### src/hdl/slt_pkg.sv
// ----------------------------------------------------------------------------
// slt_pkg: shared types and constants for the sorted list table
// Holds the table depth, the derived counter widths, the action codes and the
// control bundle that the top level broadcasts to every cell.
// ----------------------------------------------------------------------------
package slt_pkg;

    localparam int DEPTH   = 16;
    localparam int CNT_W   = $clog2(DEPTH + 1);
    localparam int KEY_W   = 32;
    localparam int POS_W   = 5;
    localparam int OUT_W   = 16;
    localparam int ACT_W   = 2;

    typedef enum logic [ACT_W-1:0] {
        ACT_INSERT = 2'd0,
        ACT_DELETE = 2'd1,
        ACT_LOOKUP = 2'd2,
        ACT_CLEAR  = 2'd3
    } action_t;

    // Broadcast to every cell for one transaction.
    typedef struct packed {
        logic ins_en;   // insert that fits
        logic del_en;   // delete whose key is present
    } slt_ctrl_t;

endpackage

### src/hdl/slt_cell.sv
// ----------------------------------------------------------------------------
// slt_cell: one slot of the sorted table
// Holds one value, compares it against the broadcast key and takes its
// neighbor's value when an insert shifts up or a delete shifts down.
// ----------------------------------------------------------------------------
module slt_cell (
    input  logic                             aclk,
    input  slt_pkg::slt_ctrl_t               ctrl,
    input  logic signed [slt_pkg::KEY_W-1:0] key,
    input  logic                             occ,       // slot holds a live value
    input  logic                             at_tail,   // first free slot
    input  logic                             prev_gt,
    input  logic signed [slt_pkg::KEY_W-1:0] prev_val,
    input  logic signed [slt_pkg::KEY_W-1:0] next_val,
    output logic signed [slt_pkg::KEY_W-1:0] val,
    output logic                             gt,
    output logic                             eq
);
    import slt_pkg::*;

    logic signed [KEY_W-1:0] val_reg;
    logic signed [KEY_W-1:0] val_next;

    assign val = val_reg;
    assign gt  = occ && (val_reg > key);
    assign eq  = occ && (val_reg == key);

    // Insert: every slot above the key moves up one place, and the slot where
    // the run of larger values starts (or the tail) takes the key itself.
    // Delete: from the first match onward every live slot takes its upper
    // neighbor's value.
    always_comb begin
        val_next = val_reg;
        if (ctrl.ins_en && (gt || at_tail)) begin
            val_next = prev_gt ? prev_val : key;
        end else if (ctrl.del_en && (eq || gt)) begin
            val_next = next_val;
        end
    end

    always_ff @(posedge aclk) begin
        val_reg <= val_next;
    end

endmodule

### src/hdl/sorted_list_table_top.sv
// ----------------------------------------------------------------------------
// sorted_list_table_top: ordered table of signed values in a chain of cells
// Keeps up to DEPTH values in ascending order and answers insert, delete,
// lookup and clear transactions, one result per transaction.
// ----------------------------------------------------------------------------
// The result of a transaction is on m_tvalid in the cycle after it is
// accepted; the compare in every cell and the shift happen in the accept cycle.
// Throughput: one transaction per cycle, limited only by the output register.
// A new transaction is taken while the output register is empty or is being
// drained in the same cycle.
// Reset (aresetn low, synchronous) empties the table and the output register;
// the cell contents are left as they are and become visible only when written.
// ----------------------------------------------------------------------------
module sorted_list_table_top (
    input  logic                         aclk,
    input  logic                         aresetn,
    // Input channel.
    input  logic                         s_tvalid,
    output logic                         s_tready,
    input  logic [slt_pkg::KEY_W-1:0]    s_tdata,   // [31:0] key_value (signed)
    input  logic [slt_pkg::ACT_W-1:0]    s_tuser,   // [1:0] action
    // Result channel.
    output logic                         m_tvalid,
    input  logic                         m_tready,
    // [4:0] position, [9:5] count, [10] empty flag, [11] full flag,
    // [12] overflow, [15:13] zero
    output logic [slt_pkg::OUT_W-1:0]    m_tdata
);
    import slt_pkg::*;

    // ------------------------------------------------------------------
    // Handshake. The output register parts the two sides, so a waiting
    // result does not stop a new transaction if it leaves in this cycle.
    // ------------------------------------------------------------------
    logic                accept;
    logic                m_tvalid_reg;
    logic                m_tvalid_next;
    logic [OUT_W-1:0]    m_tdata_reg;
    logic [OUT_W-1:0]    m_tdata_next;
    logic [CNT_W-1:0]    cnt_reg;
    logic [CNT_W-1:0]    cnt_next;

    assign s_tready = !m_tvalid_reg || m_tready;
    assign accept   = s_tvalid && s_tready;
    assign m_tvalid = m_tvalid_reg;
    assign m_tdata  = m_tdata_reg;

    logic signed [KEY_W-1:0] key;
    action_t                 action;

    assign key    = $signed(s_tdata);
    assign action = action_t'(s_tuser);

    // ------------------------------------------------------------------
    // The cell chain. Every cell compares its value with the key; since
    // the table is sorted, equal values sit side by side and the larger
    // values form one run at the top of the live part.
    // ------------------------------------------------------------------
    logic signed [KEY_W-1:0] vals [DEPTH];
    logic [DEPTH-1:0]        gt_vec;
    logic [DEPTH-1:0]        eq_vec;
    logic [DEPTH-1:0]        first_vec;
    slt_ctrl_t               ctrl;

    for (genvar i = 0; i < DEPTH; i++) begin : g_cell
        logic                    occ;
        logic                    at_tail;
        logic                    prev_gt;
        logic signed [KEY_W-1:0] prev_val;
        logic signed [KEY_W-1:0] next_val;

        assign occ     = CNT_W'(i) < cnt_reg;
        assign at_tail = CNT_W'(i) == cnt_reg;

        if (i == 0) begin : g_head
            assign prev_gt  = 1'b0;
            assign prev_val = key;
            assign first_vec[i] = eq_vec[i];
        end else begin : g_body
            assign prev_gt  = gt_vec[i-1];
            assign prev_val = vals[i-1];
            assign first_vec[i] = eq_vec[i] && !eq_vec[i-1];
        end

        if (i == DEPTH - 1) begin : g_last
            assign next_val = vals[i];
        end else begin : g_inner
            assign next_val = vals[i+1];
        end

        slt_cell u_cell (
            .aclk     (aclk),
            .ctrl     (ctrl),
            .key      (key),
            .occ      (occ),
            .at_tail  (at_tail),
            .prev_gt  (prev_gt),
            .prev_val (prev_val),
            .next_val (next_val),
            .val      (vals[i]),
            .gt       (gt_vec[i]),
            .eq       (eq_vec[i])
        );
    end

    // ------------------------------------------------------------------
    // Decode of the action and the fill count update.
    // ------------------------------------------------------------------
    logic             full;
    logic             found;
    logic             ovf;
    logic [POS_W-1:0] pos;

    assign full  = cnt_reg == CNT_W'(DEPTH);
    assign found = |eq_vec;

    // At most one cell flags the start of the matching run.
    always_comb begin
        pos = '0;
        for (int i = 0; i < DEPTH; i++) begin
            if (first_vec[i]) begin
                pos = pos | POS_W'(i + 1);
            end
        end
    end

    always_comb begin
        ctrl     = '0;
        ovf      = 1'b0;
        cnt_next = cnt_reg;
        unique case (action)
            ACT_INSERT: begin
                if (full) begin
                    ovf = 1'b1;
                end else begin
                    ctrl.ins_en = accept;
                    cnt_next    = cnt_reg + CNT_W'(1);
                end
            end
            ACT_DELETE: begin
                if (found) begin
                    ctrl.del_en = accept;
                    cnt_next    = cnt_reg - CNT_W'(1);
                end
            end
            ACT_LOOKUP: begin
                cnt_next = cnt_reg;
            end
            ACT_CLEAR: begin
                cnt_next = '0;
            end
            default: begin
                cnt_next = cnt_reg;
            end
        endcase
    end

    // ------------------------------------------------------------------
    // Result register.
    // ------------------------------------------------------------------
    always_comb begin
        m_tvalid_next = m_tvalid_reg;
        m_tdata_next  = m_tdata_reg;
        if (accept) begin
            m_tvalid_next = 1'b1;
            m_tdata_next  = '0;
            m_tdata_next[4:0]  = pos;
            m_tdata_next[9:5]  = POS_W'(cnt_next);
            m_tdata_next[10]   = cnt_next == '0;
            m_tdata_next[11]   = cnt_next == CNT_W'(DEPTH);
            m_tdata_next[12]   = ovf;
        end else if (m_tready) begin
            m_tvalid_next = 1'b0;
        end
    end

    always_ff @(posedge aclk) begin
        if (!aresetn) begin
            m_tvalid_reg <= 1'b0;
            cnt_reg      <= '0;
        end else begin
            m_tvalid_reg <= m_tvalid_next;
            if (accept) begin
                cnt_reg <= cnt_next;
            end
        end
    end

    always_ff @(posedge aclk) begin
        m_tdata_reg <= m_tdata_next;
    end

endmodule

### config.mk
export PLATFORM = sky130hd
export DESIGN_NAME = sorted_list_table_top
export DESIGN_NICKNAME = d
export VERILOG_FILES = /design/src/hdl/slt_pkg.sv /design/src/hdl/slt_cell.sv /design/src/hdl/sorted_list_table_top.sv
export SDC_FILE = /design/constraint.sdc
export NUM_CORES = 2
export LEC_CHECK = 0
export ABC_CLOCK_PERIOD_IN_PS = 10500
export BUFFER_PORTS_ARGS = -buffer_cell sky130_fd_sc_hd__buf_2
export CAP_MARGIN = 20
export CORE_MARGIN = 10
export CORE_UTILIZATION = 58
export DETAILED_ROUTE_END_ITERATION = 7
export GPL_TIMING_DRIVEN = 0
export PLACE_DENSITY = 0.83
export SKIP_LAST_GASP = 1
export SLEW_MARGIN = 20
export SYNTH_ARGS = -nofsm -noshare
export SYNTH_HDL_FRONTEND = slang
export SYNTH_SLANG_ARGS = --single-unit
export TNS_END_PERCENT = 100
### constraint.sdc
create_clock -name aclk -period 10.5 [get_ports aclk]
set_input_delay 2.1 -clock aclk [delete_from_list [all_inputs] [get_ports aclk]]
set_output_delay 2.1 -clock aclk [all_outputs]
set_load 0.02 [all_outputs]
* After elaboration in Yosys (flattened, before gate mapping)
Cells that the tools add are included.
** Storage, ports and cells
- Register bits after elaboration :: 531
- Bits in latches :: 0
- Bits in writable memories :: 0
- ROM bits :: 0
- Bits of input ports :: 38
- Output and inout port bits :: 18
- Logic and storage cells :: 308
- Memories :: 0
** Cells by class
- Add/sub/neg operators :: 2
- Multiply operators :: 0
- Divide/modulo/power cells :: 0
- Order comparisons :: 32
- Equal/unequal tests :: 36
- Shifts and indexed selects :: 0
- Mux-type cells :: 70
- Bitwise operators :: 0
- Reduce and logical (&&, ||, !) cells :: 147
** Operators with widths (count)
- two-way mux 32 bit :: 45
- equality test 32 bit :: 16
- greater-than comparator 32 bit :: 16
- logical AND 1 bit :: 79
- equality test 4 x 5 -> 1 bit (first input constant) :: 8
- < comparator 4 x 5 -> 1 bit (first input constant) :: 8
- logical OR 1 bit :: 32
- two-way mux 4 bit :: 8
- nonzero test 2 bit :: 16
- equality test 3 x 5 -> 1 bit (first input constant) :: 4
- < comparator 3 x 5 -> 1 bit (first input constant) :: 4
- case mux 5 bit (4 select lines) :: 1
- logical NOT 1 bit :: 16
- OR reduction 16 bit :: 1
- two-way mux 3 bit :: 4
- equality test 2 x 5 -> 1 bit (first input constant) :: 2
- equality test 5 bit (second input constant) :: 2
- logical NOT 5 bit :: 2
- < comparator 1 x 5 -> 1 bit (first input constant) :: 2
- < comparator 2 x 5 -> 1 bit (first input constant) :: 2
- two-way mux 5 bit :: 2
- two-way mux 1 bit :: 8
- adder 5 x 1 -> 5 bit (second input constant) :: 1
- equality test 1 x 5 -> 1 bit (first input constant) :: 1
- 5 further kinds :: 7

* Logic depth before layout (Yosys ltp)
- Depth in word-level cells :: 18
- Gate-level depth with buffers :: 16
- Gate-level depth less buffers :: 11

* Modules after synthesis
A second synthesis with hierarchy kept.
** Second synthesis, totals
- Cells, all modules :: 4462
- Area total of the unflattened synthesis :: 44669.1 um^2
** By module, submodules not included
- slt_cell at g_cell[0].u_cell ... :: times used 15, cells each 267, area each 2698.8 um^2, seq. area each 960.9 um^2
- slt_cell at g_cell[15].u_cell :: times used 1, cells each 262, area each 2611.3 um^2, seq. area each 960.9 um^2
- sorted_list_table_top :: times used 1, cells each 195, area each 1575.3 um^2, seq. area each 510.5 um^2

* Least setup slack after synthesis
No wires, ideal clock.
- Path type :: in2reg
- Start point :: input s_tdata[31] in the netlist's numbering
- End point :: register g_cell[7].u_cell.val_reg[0], enable pin
- Setup time :: 470 ps
- Arrival :: 7514 ps
- Required time :: 10030 ps
- Setup slack :: 2516 ps
- Stages :: 15
- Buffers on the path :: 5
- Path through :: clkbuf_1 clkbuf_1 inv_1 ha_1 nand4_1 nor4_1 nand2_1 nor2_1 a2111oi_4 and2_1 buf_6 or3_1 clkbuf_1 buf_2 o31ai_1
** Between the ends
- Cells in the longest elaborated chain, start to end :: 7
- Elaborated cells on any way between the ends :: 42
- Those cells by class :: 1 x order compare; 16 x eq/ne; 2 x mux; 23 x reduce/logical
** Ends and longest elaborated chain
- from (decl) :: RTL line sorted_list_table_top.sv:20 : input logic [slt_pkg::KEY_W-1:0] s_tdata,
- parallel branches: the longest is 6 deep, another holds greater-than comparator 32 bit
- nonzero test 2 bit (no line) *
- to (signal assigned) :: RTL line slt_cell.sv:42 : val_reg <= val_next;
- to (decl) :: RTL line slt_cell.sv:21 : logic signed [KEY_W-1:0] val_reg;
Every way passes the cells marked *.
A chain may end at the register's enable or synchronous reset.

* Worst setup path after layout
- Start point :: input s_tdata[11] in the netlist's numbering
- End point :: register g_cell[14].u_cell.val_reg[5], enable pin
** Between the ends
- Cells in the longest elaborated chain, start to end :: 7
- Elaborated cells on any way between the ends :: 42
- Those cells by class :: 1 x order compare; 16 x eq/ne; 2 x mux; 23 x reduce/logical
** Ends and longest elaborated chain (RTL line)
- parallel branches: the longest is 6 deep, another holds greater-than comparator 32 bit
- nonzero test 2 bit (no line) *
- to (signal assigned) :: slt_cell.sv:42
- to (decl) :: slt_cell.sv:21
Marked as above.

==> metrics.yaml <==
synth_edf_count: 525
cts.sinks: 531
insertion_delay_ps: 660
r2r_start: "g_cell[0].u_cell.val[9]"
r2r_slack_ps: 4880
post-dp-hpwl_um: 100000
cts_buffers: 60
pin_count: 56
place_area_um2: 42300
place_inst: 4464
synth-seq-cells: 531
whs_ps: 550
crit_arrival_ps: 8880
peakVddDrop_v: 0.000164
finalPower_mw: 5.43
outcome: "finished, final reports clean"
fin_cells: 4581
gr-total-overflow: 0
p_int_mw: 3.91
synth_area_um2: 40500
min_path_type: "reg2reg"
dr_total_vias: 30900
die_y_um: 284
syn_area_per_cell_um2: 11.6
final.setup_skew_ps: 31.2
syn_inst: 3480
syn_to_final_growth_pct: 9.22
final_common_cell: "mux2_2"
rsz0062_at_grt: "no"
fin_ws_ps: 1890
vias_per_cell: 6.74
dpl_worst_slack_ps: 1650
drcViolationCount: 0
postCtsHoldBufs: 0
async_reset_ff_share_pct: 0
p_seq_share_pct: 43.7
maxSlewHeadroom_pct: 30.8
pwr-share-comb_pct: 17.4
end_kind: "flip-flop"
drive_gt1_share_pct: 23.6
portBuffers: 36
power_density_nw_per_um2: 123
pwr-share-clk_pct: 38.8
htreeDepth: 2
cts_root_buf: "clkbuf_16"
slowest_stage: "nor4_1"
cap_violations: 0
ctsResizeCount: 0
critPathLaunchType: "input port"
yosysSeqAreaShare_pct: 39.2
regToRegEndpoint: "g_cell[14].u_cell.val[5]"
grt_max_degree: 33
fp.dieArea_um2: 80800
critPathKind: "in2reg"
ant_nets: 0
crit_path_max_incr_delay_ps: 890
grt_pass1_vias: 31200
rr_worst_depth: 13
clkTransAtPathRegs_ps: 60
cts_tree: "built"
final_cell_mix: "mux2_2 (611), edfxtp_1 (525), ha_1 (517)"
cp_cell_sequence: "clkbuf_1 -> clkbuf_1 -> inv_1 -> ha_1 -> nand4_1 -> nor4_1 -> nand4_1 -> o2111ai_1 -> a2111oi_4 -> and2_1 -> buf_6 -> or3_1 -> clkbuf_1 -> buf_2 -> nor2_1 -> a21o_2"
grt_pass1_wl_um: 185000
largest_reg_flops: 512
tightestPinTransition_ps: 1030
maxClockFrequency_mhz: 116
endpoint: "g_cell[14].u_cell.val[5]"
min_period_over_period_pct: 82.0
final_nets: 4150
critPathMostFrequentCell: "clkbuf_1"
dr.pass1.iters: 5
grt_use_total_pct: 29.5
die_x_um: 284
min_period_ps: 8610
finish.instance_area_um2: 44200
start_util_pct: 58.7
yosys_warnings: 0
clk_path_buf_depth: 3
report.final.slew_viol_count: 0
swShare_pct: 27.9
routabilityCongestion: 1.06
setup_viol: 0
required_ps: 10770
fillerInstances: 5369
antenna_found_initial: 6
path_delay_family: "buffers and inverters"
cts_setup_buffers: 0
crit_fanout: 32
synth_ff_type: "edfxtp_1"
wirelength_um: 124000
ys_types: 90
core_area_um2: 68900
drt-initial-drc-count: 3270
cp_num_buf_inv: 6
startpoint: "s_tdata[11]"
avgRoutedWirePerCell_um: 27.1
leakage_nw: 18.0
num_rows: 96
cp.depth: 16
switchingPower_mw: 1.51
final_hold_viol_count: 0
[cells by family (layout without fill, tap and decap cells)]
family                     count (synthesis)  after routing  synth area share, %
AOI/OAI and AO/OA                        721            721                 11.6
xor gates and xnor gates                   3              3               0.0649
adders and majority gates                517            517                 16.0
buffers and inverters                    286            448                 2.93
DFF                                      531            531                 39.2
muxes                                    821            821                 22.5
other                                      1              9              0.00926
and+or+nand+nor                          600            600                 7.71
[per-layer routing]
layer	wire, um	up-vias	global-route usage (%)
met5	0	-	0
met4	6880	0	16.1
met3	9520	348	4.13
met1	49800	15100	36.6
met2	58000	1552	49.2
li1	-	13800	-
[worst reg2reg max path, cell delays in order, from the launching register on]
cell and delay [ps]:
edfxtp_1 400, ha_1 320, nand4_1 290, nor4_1 900
nand4_1 530, o2111ai_1 420, a2111oi_4 180, and2_1 220
buf_6 130, or3_1 310, clkbuf_1 260, buf_2 410
nor2_1 200, a21o_2 670
[stage by stage]
stage               util, %  TNS, ps
detailed placement     61.3        0
floorplan                 -        0
CTS                    64.1        0
global route           64.1        0
finish                 64.1        0
global placement       60.7  -319330
[how the worst min path moves through the flow]
| stage | startpoint | end | slack, ps | depth (start not counted) |
|---|---|---|---|---|
| CTS | g_cell[14].u_cell.val[0] | g_cell[15].u_cell.val[0] | 570 | 1 |
| floorplan | g_cell[12].u_cell.val[0] | g_cell[11].u_cell.val[0] | 540 | 2 |
| finish | m_tvalid | m_tvalid | 550 | 2 |
| global placement | m_tvalid | m_tvalid | 520 | 2 |
| global route | g_cell[14].u_cell.val[0] | g_cell[15].u_cell.val[0] | 580 | 1 |
| detailed placement | m_tvalid | m_tvalid | 550 | 2 |
[Yosys cell counts (6+ instances only)]
cell type | number | area, um2
mux2_2 | 611 | 6880
edfxtp_1 | 525 | 15800
ha_1 | 517 | 6470
a21o_1 | 195 | 1460
a21oi_1 | 181 | 906
nand2_1 | 176 | 661
nand4_1 | 141 | 882
o21ai_0 | 137 | 686
clkbuf_1 | 129 | 484
mux2i_1 | 122 | 1220
inv_1 | 95 | 357
mux2_1 | 88 | 991
nor2_1 | 78 | 293
nand3_1 | 47 | 235
buf_2 | 44 | 220
a31oi_1 | 39 | 244
nor3_1 | 34 | 170
nor2b_1 | 29 | 181
nor4_1 | 26 | 163
o21a_1 | 26 | 195
a2bb2oi_1 | 16 | 140
a32oi_1 | 16 | 140
a211oi_1 | 14 | 105
o211ai_1 | 13 | 97.6
o21ai_1 | 12 | 60.1
or2_2 | 12 | 75.1
buf_4 | 11 | 82.6
nand2b_1 | 10 | 62.6
and2_1 | 9 | 56.3
a221oi_1 | 6 | 52.6
dfxtp_1 | 6 | 120
o31ai_1 | 6 | 45.0
[power groups by stage]
stage | Clock, mW | Sequential, mW | Combinational, mW
after floorplan | 0 | 2.41 | 0.631
after global placement | 0 | 2.42 | 0.876
after detailed placement | 0 | 2.42 | 0.914
after CTS | 2.11 | 2.37 | 0.922
after global routing | 2.20 | 2.37 | 1.01
final | 2.11 | 2.37 | 0.946
[layout make-up]
cell class                      count  area [um2]  share of cell area, %
Antenna cell                        6        15.0                 0.0340
Buffer                            188         817                   1.85
Clock buffer                       80        1640                   3.70
Clock inverter                     31         272                  0.614
Inverter                           98         368                  0.832
Multi-Input combinational cell   2665       23600                   53.3
Sequential cell                   531       15900                   35.9
Tap cell                          931        1160                   2.63
Timing Repair Buffer               51         495                   1.12
(Power assumes the default switching activity.)
